### src/sv/assert_macros.svh
// assertion macros used by the radial brush stamp rtl top level
`ifndef ASSERT_MACROS_SVH
`define ASSERT_MACROS_SVH

// same-cycle implication, checked on every clock edge out of reset
`define RBHS_ASSERT_NOW(label, ante, cons) \
   label: assert property (@(posedge clock) disable iff (reset) (ante) |-> (cons)) \
      else $error("rbhs check failed");

// next-cycle implication
`define RBHS_ASSERT_NEXT(label, ante, cons) \
   label: assert property (@(posedge clock) disable iff (reset) (ante) |=> (cons)) \
      else $error("rbhs check failed");

`endif

### src/sv/rbhs_pkg.sv
// types and constants shared by the radial brush stamp modules
package rbhs_pkg;

   localparam int MAX_WIDTH  = 1024;
   localparam int MAX_HEIGHT = 1024;
   localparam int FRAC_BITS  = 6;

   localparam int CELL_W   = 10;
   localparam int POS_W    = 16;
   localparam int RAD_W    = 17;
   localparam int STR_W    = 18;
   localparam int HEIGHT_W = 17;
   localparam int COUNT_W  = 21;
   localparam int STATUS_W = 2;
   localparam int CSR_IDX_W = 2;
   localparam int CSR_DATA_W = 18;

   localparam int D2_W    = 2 * POS_W;
   localparam int ROOT_W  = POS_W;
   localparam int EDGE_W  = POS_W + 2;
   localparam int MAG_W   = STR_W;
   localparam int PROD_W  = MAG_W + EDGE_W;
   localparam int QUOT_W  = MAG_W;
   localparam int SUM_W   = HEIGHT_W + 2;
   localparam int STEP_W  = 5;

   localparam int FIFO_DEPTH = 4;
   localparam int FIFO_AW    = $clog2(FIFO_DEPTH);

   localparam logic [HEIGHT_W-1:0] HEIGHT_ONE = HEIGHT_W'(65536);
   localparam logic [COUNT_W-1:0]  COUNT_MAX  = {COUNT_W{1'b1}};

   localparam logic [STATUS_W-1:0] STATUS_APPLIED = 2'd0;
   localparam logic [STATUS_W-1:0] STATUS_NOOP    = 2'd1;
   localparam logic [STATUS_W-1:0] STATUS_REJECT  = 2'd2;

   localparam logic [CSR_IDX_W-1:0] CSR_CENTER_X = 2'd0;
   localparam logic [CSR_IDX_W-1:0] CSR_CENTER_Y = 2'd1;
   localparam logic [CSR_IDX_W-1:0] CSR_RADIUS   = 2'd2;
   localparam logic [CSR_IDX_W-1:0] CSR_STRENGTH = 2'd3;

   typedef struct packed {
      logic [POS_W-1:0] center_x;
      logic [POS_W-1:0] center_y;
      logic [RAD_W-1:0] radius;
      logic [STR_W-1:0] strength;
   } cfg_type;

   typedef struct packed {
      logic [HEIGHT_W-1:0] old_height;
      logic                final_cell;
      logic [STATUS_W-1:0] status;
      logic                active;
      logic [D2_W-1:0]     d2;
   } entry_type;

   typedef struct packed {
      logic full;
      logic empty;
   } fifo_status_type;

endpackage

### src/sv/rbhs_front.sv
// front end: accepts a request, measures squared distance, classifies and queues it
module rbhs_front (
   input  logic                        clock,
   input  logic                        reset,
   input  rbhs_pkg::cfg_type           cfg,
   input  logic                        req_valid,
   output logic                        req_stall,
   input  logic [rbhs_pkg::CELL_W-1:0] req_cell_x,
   input  logic [rbhs_pkg::CELL_W-1:0] req_cell_y,
   input  logic [rbhs_pkg::HEIGHT_W-1:0] req_old_height,
   input  logic                        req_final_cell,
   input  rbhs_pkg::fifo_status_type   fifo_stat,
   output logic                        fifo_push,
   output rbhs_pkg::entry_type         fifo_data
);

   typedef enum logic [1:0] {F_IDLE, F_SQUARE, F_PUSH} front_state_type;

   front_state_type state_ff, state_in;
   logic [rbhs_pkg::POS_W-1:0]    adx_ff, adx_in, ady_ff, ady_in;
   logic [rbhs_pkg::D2_W-1:0]     sqx_ff, sqx_in, sqy_ff, sqy_in, rr_ff, rr_in;
   logic [rbhs_pkg::HEIGHT_W-1:0] old_ff, old_in;
   logic                          last_ff, last_in;
   logic [rbhs_pkg::STATUS_W-1:0] status_ff, status_in;
   logic                          on_map_ff, on_map_in;

   logic [rbhs_pkg::POS_W-1:0] xpos, ypos;
   logic [rbhs_pkg::POS_W:0]   diff_x, diff_y;
   logic [rbhs_pkg::D2_W:0]    d2_sum;
   logic                       in_brush;

   assign xpos   = rbhs_pkg::POS_W'(req_cell_x) << rbhs_pkg::FRAC_BITS;
   assign ypos   = rbhs_pkg::POS_W'(req_cell_y) << rbhs_pkg::FRAC_BITS;
   assign diff_x = {1'b0, xpos} - {1'b0, cfg.center_x};
   assign diff_y = {1'b0, ypos} - {1'b0, cfg.center_y};
   assign d2_sum = (rbhs_pkg::D2_W + 1)'(sqx_ff) + (rbhs_pkg::D2_W + 1)'(sqy_ff);
   assign in_brush = d2_sum <= (rbhs_pkg::D2_W + 1)'(rr_ff);

   assign req_stall = (state_ff != F_IDLE);

   always_comb begin
      state_in  = state_ff;
      adx_in    = adx_ff;
      ady_in    = ady_ff;
      sqx_in    = sqx_ff;
      sqy_in    = sqy_ff;
      rr_in     = rr_ff;
      old_in    = old_ff;
      last_in   = last_ff;
      status_in = status_ff;
      on_map_in = on_map_ff;
      fifo_push = 1'b0;
      fifo_data.old_height = old_ff;
      fifo_data.final_cell = last_ff;
      fifo_data.status     = status_ff;
      fifo_data.active     = (status_ff == rbhs_pkg::STATUS_APPLIED) && on_map_ff && in_brush;
      fifo_data.d2         = d2_sum[rbhs_pkg::D2_W-1:0];
      case (state_ff)
         F_IDLE: begin
            if (req_valid) begin
               adx_in    = diff_x[rbhs_pkg::POS_W] ? rbhs_pkg::POS_W'(-diff_x)
                                                   : diff_x[rbhs_pkg::POS_W-1:0];
               ady_in    = diff_y[rbhs_pkg::POS_W] ? rbhs_pkg::POS_W'(-diff_y)
                                                   : diff_y[rbhs_pkg::POS_W-1:0];
               old_in    = req_old_height;
               last_in   = req_final_cell;
               on_map_in = (int'(req_cell_x) < rbhs_pkg::MAX_WIDTH) &&
                           (int'(req_cell_y) < rbhs_pkg::MAX_HEIGHT);
               if (cfg.radius[rbhs_pkg::RAD_W-1]) begin
                  status_in = rbhs_pkg::STATUS_REJECT;
               end else if (cfg.strength == '0) begin
                  status_in = rbhs_pkg::STATUS_NOOP;
               end else begin
                  status_in = rbhs_pkg::STATUS_APPLIED;
               end
               state_in = F_SQUARE;
            end
         end
         F_SQUARE: begin
            sqx_in   = rbhs_pkg::D2_W'(adx_ff) * rbhs_pkg::D2_W'(adx_ff);
            sqy_in   = rbhs_pkg::D2_W'(ady_ff) * rbhs_pkg::D2_W'(ady_ff);
            rr_in    = rbhs_pkg::D2_W'(cfg.radius[rbhs_pkg::POS_W-1:0]) *
                       rbhs_pkg::D2_W'(cfg.radius[rbhs_pkg::POS_W-1:0]);
            state_in = F_PUSH;
         end
         F_PUSH: begin
            if (!fifo_stat.full) begin
               fifo_push = 1'b1;
               state_in  = F_IDLE;
            end
         end
         default: begin
            state_in = F_IDLE;
         end
      endcase
   end

   always_ff @(posedge clock) begin
      if (reset) begin
         state_ff <= F_IDLE;
      end else begin
         state_ff <= state_in;
      end
      adx_ff    <= adx_in;
      ady_ff    <= ady_in;
      sqx_ff    <= sqx_in;
      sqy_ff    <= sqy_in;
      rr_ff     <= rr_in;
      old_ff    <= old_in;
      last_ff   <= last_in;
      status_ff <= status_in;
      on_map_ff <= on_map_in;
   end

endmodule

### src/sv/rbhs_fifo.sv
// short request queue between the front and back ends
module rbhs_fifo (
   input  logic                      clock,
   input  logic                      reset,
   input  logic                      push,
   input  rbhs_pkg::entry_type       push_data,
   input  logic                      pop,
   output rbhs_pkg::entry_type       pop_data,
   output rbhs_pkg::fifo_status_type stat
);

   rbhs_pkg::entry_type slot_ff [rbhs_pkg::FIFO_DEPTH];
   logic [rbhs_pkg::FIFO_AW-1:0] wr_ptr_ff, wr_ptr_in, rd_ptr_ff, rd_ptr_in;
   logic [rbhs_pkg::FIFO_AW:0]   count_ff, count_in;

   assign stat.full  = (count_ff == (rbhs_pkg::FIFO_AW + 1)'(rbhs_pkg::FIFO_DEPTH));
   assign stat.empty = (count_ff == '0);
   assign pop_data   = slot_ff[rd_ptr_ff];

   always_comb begin
      wr_ptr_in = push ? wr_ptr_ff + 1'b1 : wr_ptr_ff;
      rd_ptr_in = pop  ? rd_ptr_ff + 1'b1 : rd_ptr_ff;
      count_in  = count_ff;
      if (push && !pop) begin
         count_in = count_ff + 1'b1;
      end else if (pop && !push) begin
         count_in = count_ff - 1'b1;
      end
   end

   always_ff @(posedge clock) begin
      if (reset) begin
         wr_ptr_ff <= '0;
         rd_ptr_ff <= '0;
         count_ff  <= '0;
      end else begin
         wr_ptr_ff <= wr_ptr_in;
         rd_ptr_ff <= rd_ptr_in;
         count_ff  <= count_in;
      end
   end

   always_ff @(posedge clock) begin
      if (push) begin
         slot_ff[wr_ptr_ff] <= push_data;
      end
   end

endmodule

### src/sv/rbhs_back.sv
// back end: square root, falloff divide, clamp, change count and response register
module rbhs_back (
   input  logic                            clock,
   input  logic                            reset,
   input  rbhs_pkg::cfg_type               cfg,
   input  rbhs_pkg::fifo_status_type       fifo_stat,
   input  rbhs_pkg::entry_type             fifo_data,
   output logic                            fifo_pop,
   output logic                            rsp_valid,
   input  logic                            rsp_stall,
   output logic [rbhs_pkg::HEIGHT_W-1:0]   rsp_new_height,
   output logic                            rsp_write_enable,
   output logic [rbhs_pkg::STATUS_W-1:0]   rsp_pass_status,
   output logic [rbhs_pkg::COUNT_W-1:0]    rsp_cells_changed,
   output logic                            rsp_pass_done
);

   typedef enum logic [2:0] {B_IDLE, B_SQRT, B_NUM, B_MUL, B_DIV, B_DONE} back_state_type;

   back_state_type state_ff, state_in;
   logic [rbhs_pkg::HEIGHT_W-1:0] old_ff, old_in;
   logic                          last_ff, last_in;
   logic [rbhs_pkg::STATUS_W-1:0] status_ff, status_in;
   logic                          active_ff, active_in;
   logic [rbhs_pkg::D2_W-1:0]     rad_ff, rad_in, root_ff, root_in, bit_ff, bit_in;
   logic [rbhs_pkg::STEP_W-1:0]   step_ff, step_in;
   logic [rbhs_pkg::EDGE_W-1:0]   edge_ff, edge_in, num_ff, num_in;
   logic [rbhs_pkg::PROD_W-1:0]   rem_ff, rem_in, dsr_ff, dsr_in;
   logic [rbhs_pkg::QUOT_W-1:0]   quot_ff, quot_in;
   logic [rbhs_pkg::COUNT_W-1:0]  counter_ff, counter_in;

   logic                          out_valid_ff, out_valid_in;
   logic [rbhs_pkg::HEIGHT_W-1:0] out_height_ff, out_height_in;
   logic                          out_we_ff, out_we_in;
   logic [rbhs_pkg::STATUS_W-1:0] out_status_ff, out_status_in;
   logic [rbhs_pkg::COUNT_W-1:0]  out_count_ff, out_count_in;
   logic                          out_done_ff, out_done_in;

   logic                          neg;
   logic [rbhs_pkg::STR_W-1:0]    abs_strength;
   logic [rbhs_pkg::D2_W:0]       trial;
   logic [rbhs_pkg::SUM_W-1:0]    delta, sum;
   logic [rbhs_pkg::HEIGHT_W-1:0] clamped;
   logic                          changed;
   logic [rbhs_pkg::COUNT_W-1:0]  count_next;

   assign neg          = cfg.strength[rbhs_pkg::STR_W-1];
   assign abs_strength = neg ? -cfg.strength : cfg.strength;
   assign trial        = (rbhs_pkg::D2_W + 1)'(root_ff) + (rbhs_pkg::D2_W + 1)'(bit_ff);

   // signed falloff added to the old height, then clamped to 0..1.0
   assign delta = neg ? -rbhs_pkg::SUM_W'(quot_ff) : rbhs_pkg::SUM_W'(quot_ff);
   assign sum   = rbhs_pkg::SUM_W'(old_ff) + delta;
   always_comb begin
      if (sum[rbhs_pkg::SUM_W-1]) begin
         clamped = '0;
      end else if (sum > rbhs_pkg::SUM_W'(rbhs_pkg::HEIGHT_ONE)) begin
         clamped = rbhs_pkg::HEIGHT_ONE;
      end else begin
         clamped = sum[rbhs_pkg::HEIGHT_W-1:0];
      end
   end
   assign changed    = active_ff && (clamped != old_ff);
   assign count_next = (changed && counter_ff != rbhs_pkg::COUNT_MAX) ? counter_ff + 1'b1
                                                                       : counter_ff;

   assign rsp_valid         = out_valid_ff;
   assign rsp_new_height    = out_height_ff;
   assign rsp_write_enable  = out_we_ff;
   assign rsp_pass_status   = out_status_ff;
   assign rsp_cells_changed = out_count_ff;
   assign rsp_pass_done     = out_done_ff;

   always_comb begin
      state_in      = state_ff;
      old_in        = old_ff;
      last_in       = last_ff;
      status_in     = status_ff;
      active_in     = active_ff;
      rad_in        = rad_ff;
      root_in       = root_ff;
      bit_in        = bit_ff;
      step_in       = step_ff;
      edge_in       = edge_ff;
      num_in        = num_ff;
      rem_in        = rem_ff;
      dsr_in        = dsr_ff;
      quot_in       = quot_ff;
      counter_in    = counter_ff;
      out_valid_in  = out_valid_ff;
      out_height_in = out_height_ff;
      out_we_in     = out_we_ff;
      out_status_in = out_status_ff;
      out_count_in  = out_count_ff;
      out_done_in   = out_done_ff;
      fifo_pop      = 1'b0;
      if (out_valid_ff && !rsp_stall) begin
         out_valid_in = 1'b0;
      end
      case (state_ff)
         B_IDLE: begin
            if (!fifo_stat.empty) begin
               fifo_pop  = 1'b1;
               old_in    = fifo_data.old_height;
               last_in   = fifo_data.final_cell;
               status_in = fifo_data.status;
               active_in = fifo_data.active;
               rad_in    = fifo_data.d2;
               root_in   = '0;
               bit_in    = rbhs_pkg::D2_W'(1) << (rbhs_pkg::D2_W - 2);
               step_in   = '0;
               state_in  = fifo_data.active ? B_SQRT : B_DONE;
            end
         end
         B_SQRT: begin
            // one root bit per cycle, restoring
            if ((rbhs_pkg::D2_W + 1)'(rad_ff) >= trial) begin
               rad_in  = rad_ff - trial[rbhs_pkg::D2_W-1:0];
               root_in = (root_ff >> 1) + bit_ff;
            end else begin
               root_in = root_ff >> 1;
            end
            bit_in  = bit_ff >> 2;
            step_in = step_ff + 1'b1;
            if (step_ff == rbhs_pkg::STEP_W'(rbhs_pkg::ROOT_W - 1)) begin
               state_in = B_NUM;
            end
         end
         B_NUM: begin
            edge_in  = (rbhs_pkg::EDGE_W'(cfg.radius[rbhs_pkg::POS_W-1:0]) << 1) +
                       rbhs_pkg::EDGE_W'(1 << rbhs_pkg::FRAC_BITS);
            num_in   = (rbhs_pkg::EDGE_W'(cfg.radius[rbhs_pkg::POS_W-1:0]) << 1) +
                       rbhs_pkg::EDGE_W'(1 << rbhs_pkg::FRAC_BITS) -
                       (rbhs_pkg::EDGE_W'(root_ff[rbhs_pkg::ROOT_W-1:0]) << 1);
            state_in = B_MUL;
         end
         B_MUL: begin
            rem_in   = rbhs_pkg::PROD_W'(abs_strength[rbhs_pkg::MAG_W-1:0]) *
                       rbhs_pkg::PROD_W'(num_ff);
            dsr_in   = rbhs_pkg::PROD_W'(edge_ff) << (rbhs_pkg::QUOT_W - 1);
            quot_in  = '0;
            step_in  = '0;
            state_in = B_DIV;
         end
         B_DIV: begin
            // quotient never exceeds the strength magnitude, so QUOT_W steps suffice
            if (rem_ff >= dsr_ff) begin
               rem_in  = rem_ff - dsr_ff;
               quot_in = {quot_ff[rbhs_pkg::QUOT_W-2:0], 1'b1};
            end else begin
               quot_in = {quot_ff[rbhs_pkg::QUOT_W-2:0], 1'b0};
            end
            dsr_in  = dsr_ff >> 1;
            step_in = step_ff + 1'b1;
            if (step_ff == rbhs_pkg::STEP_W'(rbhs_pkg::QUOT_W - 1)) begin
               state_in = B_DONE;
            end
         end
         B_DONE: begin
            if (!out_valid_in) begin
               out_valid_in  = 1'b1;
               out_height_in = active_ff ? clamped : old_ff;
               out_we_in     = changed;
               out_status_in = status_ff;
               out_count_in  = count_next;
               out_done_in   = last_ff;
               counter_in    = last_ff ? '0 : count_next;
               state_in      = B_IDLE;
            end
         end
         default: begin
            state_in = B_IDLE;
         end
      endcase
   end

   always_ff @(posedge clock) begin
      if (reset) begin
         state_ff     <= B_IDLE;
         counter_ff   <= '0;
         out_valid_ff <= 1'b0;
      end else begin
         state_ff     <= state_in;
         counter_ff   <= counter_in;
         out_valid_ff <= out_valid_in;
      end
      old_ff        <= old_in;
      last_ff       <= last_in;
      status_ff     <= status_in;
      active_ff     <= active_in;
      rad_ff        <= rad_in;
      root_ff       <= root_in;
      bit_ff        <= bit_in;
      step_ff       <= step_in;
      edge_ff       <= edge_in;
      num_ff        <= num_in;
      rem_ff        <= rem_in;
      dsr_ff        <= dsr_in;
      quot_ff       <= quot_in;
      out_height_ff <= out_height_in;
      out_we_ff     <= out_we_in;
      out_status_ff <= out_status_in;
      out_count_ff  <= out_count_in;
      out_done_ff   <= out_done_in;
   end

endmodule

### src/sv/radial_brush_height_stamp_top.sv
// path from request to response: the front end (idle, square, push states), a queue pop, then
// for an active cell inside the brush 16 square root steps, numerator, multiply, 18 divide steps, then output
// inside the brush the request rate is set by the bit-serial square root and divider in the back
// end; outside it by the front end, which takes a new request once the last is pushed to the queue
// reset: synchronous, clears the queue, the change counter, the response valid flag and
// all brush registers to zero
`include "assert_macros.svh"

module radial_brush_height_stamp_top (
   input  logic                               clock,
   input  logic                               reset,
   input  logic                               csr_write_enable,
   input  logic [rbhs_pkg::CSR_IDX_W-1:0]     csr_index,
   input  logic [rbhs_pkg::CSR_DATA_W-1:0]    csr_wdata,
   input  logic                               req_valid,
   output logic                               req_stall,
   input  logic [rbhs_pkg::CELL_W-1:0]        req_cell_x,
   input  logic [rbhs_pkg::CELL_W-1:0]        req_cell_y,
   input  logic [rbhs_pkg::HEIGHT_W-1:0]      req_old_height,
   input  logic                               req_final_cell,
   output logic                               rsp_valid,
   input  logic                               rsp_stall,
   output logic [rbhs_pkg::HEIGHT_W-1:0]      rsp_new_height,
   output logic                               rsp_write_enable,
   output logic [rbhs_pkg::STATUS_W-1:0]      rsp_pass_status,
   output logic [rbhs_pkg::COUNT_W-1:0]       rsp_cells_changed,
   output logic                               rsp_pass_done
);

   rbhs_pkg::cfg_type         cfg_ff, cfg_in;
   rbhs_pkg::fifo_status_type fifo_stat;
   rbhs_pkg::entry_type       push_data, pop_data;
   logic                      fifo_push, fifo_pop;

   always_comb begin
      cfg_in = cfg_ff;
      if (csr_write_enable) begin
         case (csr_index)
            rbhs_pkg::CSR_CENTER_X: cfg_in.center_x = csr_wdata[rbhs_pkg::POS_W-1:0];
            rbhs_pkg::CSR_CENTER_Y: cfg_in.center_y = csr_wdata[rbhs_pkg::POS_W-1:0];
            rbhs_pkg::CSR_RADIUS:   cfg_in.radius   = csr_wdata[rbhs_pkg::RAD_W-1:0];
            rbhs_pkg::CSR_STRENGTH: cfg_in.strength = csr_wdata[rbhs_pkg::STR_W-1:0];
            default: cfg_in = cfg_ff;
         endcase
      end
   end

   always_ff @(posedge clock) begin
      if (reset) begin
         cfg_ff <= '0;
      end else begin
         cfg_ff <= cfg_in;
      end
   end

   rbhs_front u_front (
      .clock          (clock),
      .reset          (reset),
      .cfg            (cfg_ff),
      .req_valid      (req_valid),
      .req_stall      (req_stall),
      .req_cell_x     (req_cell_x),
      .req_cell_y     (req_cell_y),
      .req_old_height (req_old_height),
      .req_final_cell (req_final_cell),
      .fifo_stat      (fifo_stat),
      .fifo_push      (fifo_push),
      .fifo_data      (push_data)
   );

   rbhs_fifo u_fifo (
      .clock     (clock),
      .reset     (reset),
      .push      (fifo_push),
      .push_data (push_data),
      .pop       (fifo_pop),
      .pop_data  (pop_data),
      .stat      (fifo_stat)
   );

   rbhs_back u_back (
      .clock             (clock),
      .reset             (reset),
      .cfg               (cfg_ff),
      .fifo_stat         (fifo_stat),
      .fifo_data         (pop_data),
      .fifo_pop          (fifo_pop),
      .rsp_valid         (rsp_valid),
      .rsp_stall         (rsp_stall),
      .rsp_new_height    (rsp_new_height),
      .rsp_write_enable  (rsp_write_enable),
      .rsp_pass_status   (rsp_pass_status),
      .rsp_cells_changed (rsp_cells_changed),
      .rsp_pass_done     (rsp_pass_done)
   );

   `RBHS_ASSERT_NOW(a_no_push_when_full, fifo_push, !fifo_stat.full)
   `RBHS_ASSERT_NOW(a_no_pop_when_empty, fifo_pop, !fifo_stat.empty)
   `RBHS_ASSERT_NEXT(a_push_fills, fifo_push && !fifo_pop, !fifo_stat.empty)
   `RBHS_ASSERT_NOW(a_write_only_applied, rsp_valid && rsp_write_enable,
      rsp_pass_status == rbhs_pkg::STATUS_APPLIED && rsp_cells_changed != '0)

endmodule

### config.mk
export PLATFORM = sky130hd
export DESIGN_NAME = radial_brush_height_stamp_top
export DESIGN_NICKNAME = d
export VERILOG_FILES = /design/src/sv/rbhs_pkg.sv /design/src/sv/rbhs_front.sv /design/src/sv/rbhs_fifo.sv /design/src/sv/rbhs_back.sv /design/src/sv/radial_brush_height_stamp_top.sv
export VERILOG_INCLUDE_DIRS = /design/src /design/src/sv
export SDC_FILE = /design/constraint.sdc
export NUM_CORES = 2
export LEC_CHECK = 0
export BUFFER_PORTS_ARGS = -buffer_cell sky130_fd_sc_hd__buf_2
export CORE_ASPECT_RATIO = 0.8
export CORE_MARGIN = 2
export CORE_UTILIZATION = 60
export DETAILED_ROUTE_END_ITERATION = 12
export GPL_ROUTABILITY_DRIVEN = 0
export PLACE_DENSITY = 0.76
export SLEW_MARGIN = 20
export SYNTH_ARGS = -nofsm -noshare
export SYNTH_HDL_FRONTEND = slang
export SYNTH_SLANG_ARGS = --single-unit
### constraint.sdc
create_clock -name clock -period 9.5 [get_ports clock]
set_clock_uncertainty 0.15 [all_clocks]
set_input_delay 0.475 -clock clock [delete_from_list [all_inputs] [get_ports clock]]
set_output_delay 0.475 -clock clock [all_outputs]
set_load 0.1 [all_outputs]
Yosys cells after proc, flatten, opt, wreduce, memory -nomap -nowiden
Memory sizes are Yosys's and may differ from the RTL's. A register that Yosys moved wholly into a read port is not among the register bits.
Cells that the tools add are included.

operators by class
  add/sub/neg operators = 20
  multiply operators = 4
  $lt $le $gt $ge = 4
  equal/unequal tests = 23
  multiplexer cells = 46
  bitwise logic cells = 2
  reduce and logical (&&, ||, !) cells = 34

operator list
  cell                   count
  $pmux 32 s2            3
  $mux 32                5
  $pmux 36 s2            2
  $mul 16x16->32         3
  $add 32x32->33         2
  $mux 17                3
  $mux 21                2
  $ge 36x36->1           1
  $mul 18x18->36         1
  $mux 36                1
  $pmux 18 s2            1
  $sub 36x36->36         1
  $sub 16x16->17         2
  $ge 32x33->1           1
  $le 33x32->1           1
  $add 31x32->32         1
  $mux 16                2
  $neg 16->16            2
  $sub 32x32->32         1
  $reduce_and 2->1       11
  $add 21x1->21 const B  1
  $mux 3                 7
  $ne 21x21->1 const B   1
  $add 17x19->19         1
  other kinds (38)       77

storage, ports and cells
  register bits = 539
  memory bits (writable) = 212
  input bits = 63
  output and inout bits = 44
  logic and storage cells = 171
  memories kept = 1

memory list
  memory          words  bits a word  read ports  clocked after memory_dff  write ports  line             source
  u_fifo.slot_ff  4      53           1           1                         1            rbhs_fifo.sv:12  rbhs_pkg::entry_type slot_ff [rbhs_pkg::FIFO_DEPTH];

Logic depth before layout (Yosys ltp)
  depth in word-level cells = 11
  mapped depth = 37
  depth with buffers taken out = 34

Modules after synthesis
A second synthesis with hierarchy kept.

second synthesis, totals
  cells, all modules = 7051
  area, all modules = 71056.9 um^2

by module, submodules not included
  module                         times used  cells an instance  area each (um^2)  sequential area each (um^2)
  rbhs_front                     1           3273               30350.4           4394.2
  rbhs_back                      1           3215               29883.7           8638.3
  rbhs_fifo                      1           321                8140.3            6546.3
  radial_brush_height_stamp_top  1           242                2682.6            1341.3

Worst setup path before layout
OpenSTA, ideal clock, no wires.

  kind = register to register
  from = reg cfg_ff[0] (netlist bit)
  to = reg u_back.rem_ff[35] (netlist bit) (data pin)
  library setup time = 167 ps
  arrival = 8155 ps
  required time = 9183 ps
  setup slack = 1027 ps
  stages on the path, launching flop included = 38
  buffers on the path = 3
  period minus slack after synthesis = 8473 ps
  cell sequence = dfxtp_1 -> clkbuf_1 -> clkbuf_1 -> inv_1 -> ha_1 -> nand2_1 -> or3_1 -> or3_1 -> nor3_1 -> nor2_1 -> xor2_1 -> clkbuf_1 -> and2_1 -> fa_1 -> inv_1 -> fa_1 -> inv_1 -> fa_1 -> [... 2 more ...] -> inv_1 -> fa_1 -> inv_1 -> fa_1 -> inv_1 -> ha_1 -> a21o_1 -> a21oi_1 -> nor4b_1 -> a221oi_1 -> o22ai_1 -> o21ai_0 -> o21ai_0 -> o21ai_0 -> a31oi_1 -> o32ai_1 -> a31o_2 -> a211oi_1

between the ends
  word-level cells in the longest chain between the ends = 4

RTL lines
  item                        line                                 source
  from (decl)                 radial_brush_height_stamp_top.sv:30  rbhs_pkg::cfg_type cfg_ff, cfg_in;
  from (signal assigned)      radial_brush_height_stamp_top.sv:52  cfg_ff <= cfg_in;
  $neg 18->18                 rbhs_back.sv:48                      assign abs_strength = neg ? -cfg.strength : cfg.strength;
  $mux 18 *                   rbhs_back.sv:48
  $mul 18x18->36 *            rbhs_back.sv:138                     rem_in = rbhs_pkg::PROD_W'(abs_strength[rbhs_pkg::MAG_W-1:0]) *
  $pmux 36 s2 *               rbhs_back.sv:100                     case (state_ff)
  via u_back.rem_in, one bit  rbhs_back.sv:28                      logic [rbhs_pkg::PROD_W-1:0] rem_ff, rem_in, dsr_ff, dsr_in;
  to (signal assigned)        rbhs_back.sv:197                     rem_ff <= rem_in;
  to (decl)                   rbhs_back.sv:28

Mark *: on every way through the listed nets, which the timed path passes. The rest lies on a longest branch.
A chain may end at the register's enable or synchronous reset.

Worst setup path in the final report
  from = reg cfg_ff[0] (netlist bit)
  to = reg u_back.rem_ff[34] (netlist bit) (data pin)

The elaborated chain is that of the path after synthesis.

==> key figures <==
Floorplan
  – Num ports: 107
  – Initial Util: 0.604
  – Die ar.: between 100000 and 150000 µm²
  – Die height: between 300 and 400 µm
  – Core area: 116000 µm²
  – Die W: 386 µm
  – Row Count: roughly 110

Timing
  – Tmin final: just under 9000 ps
  – Final hold vios: 0
  – Setup TNS: 0 ps
  – Period Utilization, post-route: 0.937
  – Max Slew Vio Count: 0
  – Setup Viol. Count Final: 0
  – RSZ-0062 raised after global routing: no
  – Max Clk Rate: 112 MHz
  – Worst rel slew slack: 0.270
  – Worst Tran Pin Value: 1090 ps

Synth
  – Yosys reg bits: 731
  – Post-Syn Area per Cell: 9.99 µm²
  – Syn Nets: approximately 8500
  – Post-synth EDFFs: 628
  – Leading area contributor after synthesis: edfxtp_1
  – Post-synthesis sequential area ratio: 0.298
  – Cell variety after synth: 95
  – Post-Syn Area: 70200 µm²
  – Top cells by area, synth: edfxtp_1, fa_1, ha_1
  – Top post-synthesis cells by count: inv_1, fa_1, nand2_1, ha_1, edfxtp_1
  – Asr flop ratio synth: 0
  – Ys flop type: edfxtp_1
  – Synth top area share: 0.269
  – Top-count cell post-synth: inv_1
  – Cells after Synth: 7026
  – YS warnings: 0

Setup path
  – Worst R2R Path Depth: 30
  – Critical Path Most Common Cell: fa_1
  – Critical-path top delay cell: o311ai_0
  – Reg-to-reg startpoint: cfg_ff[0]
  – Worst R2R Setup Slack: 600 ps
  – CP Class: flip-flop to flip-flop
  – FF-to-FF End: u_back.rem_ff[34]
  – Max FO, Critical Path: 20
  – Startpoint types: flip-flop
  – WP data arrival: slightly above 9000 ps
  – CP Launch Point: cfg_ff[0]
  – Critical Path Max Stage Delay: 700 ps
  – CP required: 9750 ps
  – Top delay family on crit path: adder cells
  – Crit. End Element: flip-flop
  – Crit path buffers/inverters: 6

Hold path
  – Hold path start: reset
  – Worst min-delay path endpoint: u_front.state_ff[1]
  – WHS Path Cells: 2
  – Worst min-delay path category: input pin to flip-flop

Clock network
  – Clk_lat worst skew: 690 ps
  – Clk pin slew, worst setup/hold paths: roughly 60 ps
  – CTS H-tree lvls: 3
  – CTS tree: built
  – CTS max path bufs: 3
  – Clock root buffer: clkbuf_16
  – Cts bufs inserted: 76
  – Clock Sinks: 731
  – Postcts setup bufs: 0

Placement
  – DPL Wire Length: roughly 130000 µm
  – Post-Place Cells: 8518
  – Placement Cell Area: 72300 µm²
  – Port Buffer Count: roughly 110

Route
  – Routed len/inst: 19.0 µm
  – DRC Markers: 0
  – Post-Route WL: 165000 µm
  – Antenna violation net count after detailed routing: 0
  – DRT iter0 DRCs: 4369
  – Drt first pass iters: 7
  – DR vias: 50354
  – Routed vias/inst: 5.79

Finish
  – Fin area: between 70000 and 80000 µm²
  – P&R area growth vs syn: 7.18%
  – Diode count: 0
  – Share of layout cells above drive strength 1: 0.0576
  – Fin util: 0.647
  – Final std cells w/o fill: 8696
  – Fin nets: 8541

Run
  – Max-Cap Viols: 0

GRT
  – GRT Overall Usage: 0.279
  – Largest net degree at the start of global routing: a little under 100
  – Global-route wire length before repair: 267000 µm
  – Remaining global-route overflow: 0
  – Antenna violations before repair: 6
  – Vias in the first global route: approximately 50000

Outcome
  – Status: completed
kinds of logic (layout without fill, tap and decap cells):
kind of cell,count (synthesis),in the layout,share of synthesized area
and+or+nand+nor,2002,2002,0.138
adders and majority gates,1383,1383,0.325
xor gates and xnor gates,379,379,0.0473
DFF,731,731,0.298
muxes,74,74,0.0201
buffers and inverters,1441,1572,0.0774
AOI/OAI and AO/OA,1016,1016,0.0935
through the flow:
stage	hold WS (ps)	setup WS, ps
2_1_floorplan	250	1030
5_1_grt	49.8	20.2
4_1_cts	10.5	588
3_5_place_dp	292	616
6_report	53.9	601
3_3_place_gp	262	858
final cells by class:
cell class | instances | area, µm²
fill | 9026 | 41100
tap | 1539 | 1930
multi-input combinational | 4854 | 43900
timing repair buffer | 201 | 1340
inverter | 1231 | 4620
clock buffer | 93 | 1990
clock inverter | 47 | 553
sequential | 731 | 20900
worst max path at each step:
stage / endpoint / depth (start not counted) / slack [ps]
floorplan: u_back.rem_ff[35] / 37 / 1030
global placement: u_back.rem_ff[34] / 30 / 860
detailed placement: u_back.rem_ff[35] / 30 / 620
CTS: u_back.rem_ff[35] / 30 / 590
global route: u_back.rem_ff[34] / 30 / 20
finish: u_back.rem_ff[34] / 30 / 600
flip-flops by register name, indices dropped and copies added, names as in the netlist, 5 cells and up, named ones only:
register and flops:
cfg_ff 67, u_back.bit_ff 16, u_back.counter_ff 21, u_back.dsr_ff 35
u_back.edge_ff 17, u_back.num_ff 17, u_back.old_ff 17, u_back.quot_ff 18
u_back.rad_ff 32, u_back.rem_ff 36, u_back.root_ff 32, u_back.rsp_cells_changed 21
u_back.rsp_new_height 17, u_back.step_ff 5, u_fifo.slot_ff 212, u_front.adx_ff 16
u_front.ady_ff 16, u_front.old_ff 17, u_front.rr_ff 31, u_front.sqx_ff 31
u_front.sqy_ff 31
routing by layer:
layer  vias up  wire [µm]  share of wire  global-route usage
met5         -         13       0.000079                   0
met4         2       4190          0.025              0.0738
met3       283      13100          0.080              0.0484
met2      1956      76400           0.46               0.450
met1     24685      71200           0.43               0.394
li1      23428          -              -                   -
placed cells by master (no fill, tap or decap), types with 38 or more instances in the layout:
| cell | n |
|---|---|
| dlygate4sd3_1 | 38 |
| nand4_1 | 40 |
| buf_2 | 105 |
| nand2b_1 | 49 |
| xnor2_1 | 254 |
| fa_1 | 737 |
| nor3_1 | 111 |
| clkbuf_16 | 77 |
| and2_1 | 338 |
| a21o_1 | 102 |
| o21a_1 | 48 |
| a211oi_1 | 48 |
| mux4_2 | 53 |
| buf_4 | 58 |
| and3_1 | 59 |
| o21ai_0 | 225 |
| nor2b_1 | 53 |
| o21bai_1 | 38 |
| nand3_1 | 95 |
| xor2_1 | 125 |
| nor2_1 | 371 |
| dfxtp_1 | 101 |
| a21oi_1 | 276 |
| nand2_1 | 704 |
| edfxtp_1 | 628 |
| inv_1 | 1224 |
| ha_1 | 646 |
| or3_1 | 44 |
| a31oi_1 | 50 |
repair_timing:
item / CTS / global route
hold buffers: 38 / 0
gates resized for setup: 0 / 2
setup endpoints to repair: 0 / 1
endpoints found under the hold margin: 87 / 0
worst register-to-register path: cells and delay by family, from the launching register on:
family	cells	cell delay, ps
adders and majority gates	7	3220
muxes	1	190
DFF	1	310
and+or+nand+nor	5	1100
buffers and inverters	6	750
AOI/OAI and AO/OA	10	2590
xor gates and xnor gates	1	360
Power is not shown: default switching activity piles up to over one toggle a cycle in this logic, so the estimate is an artifact.
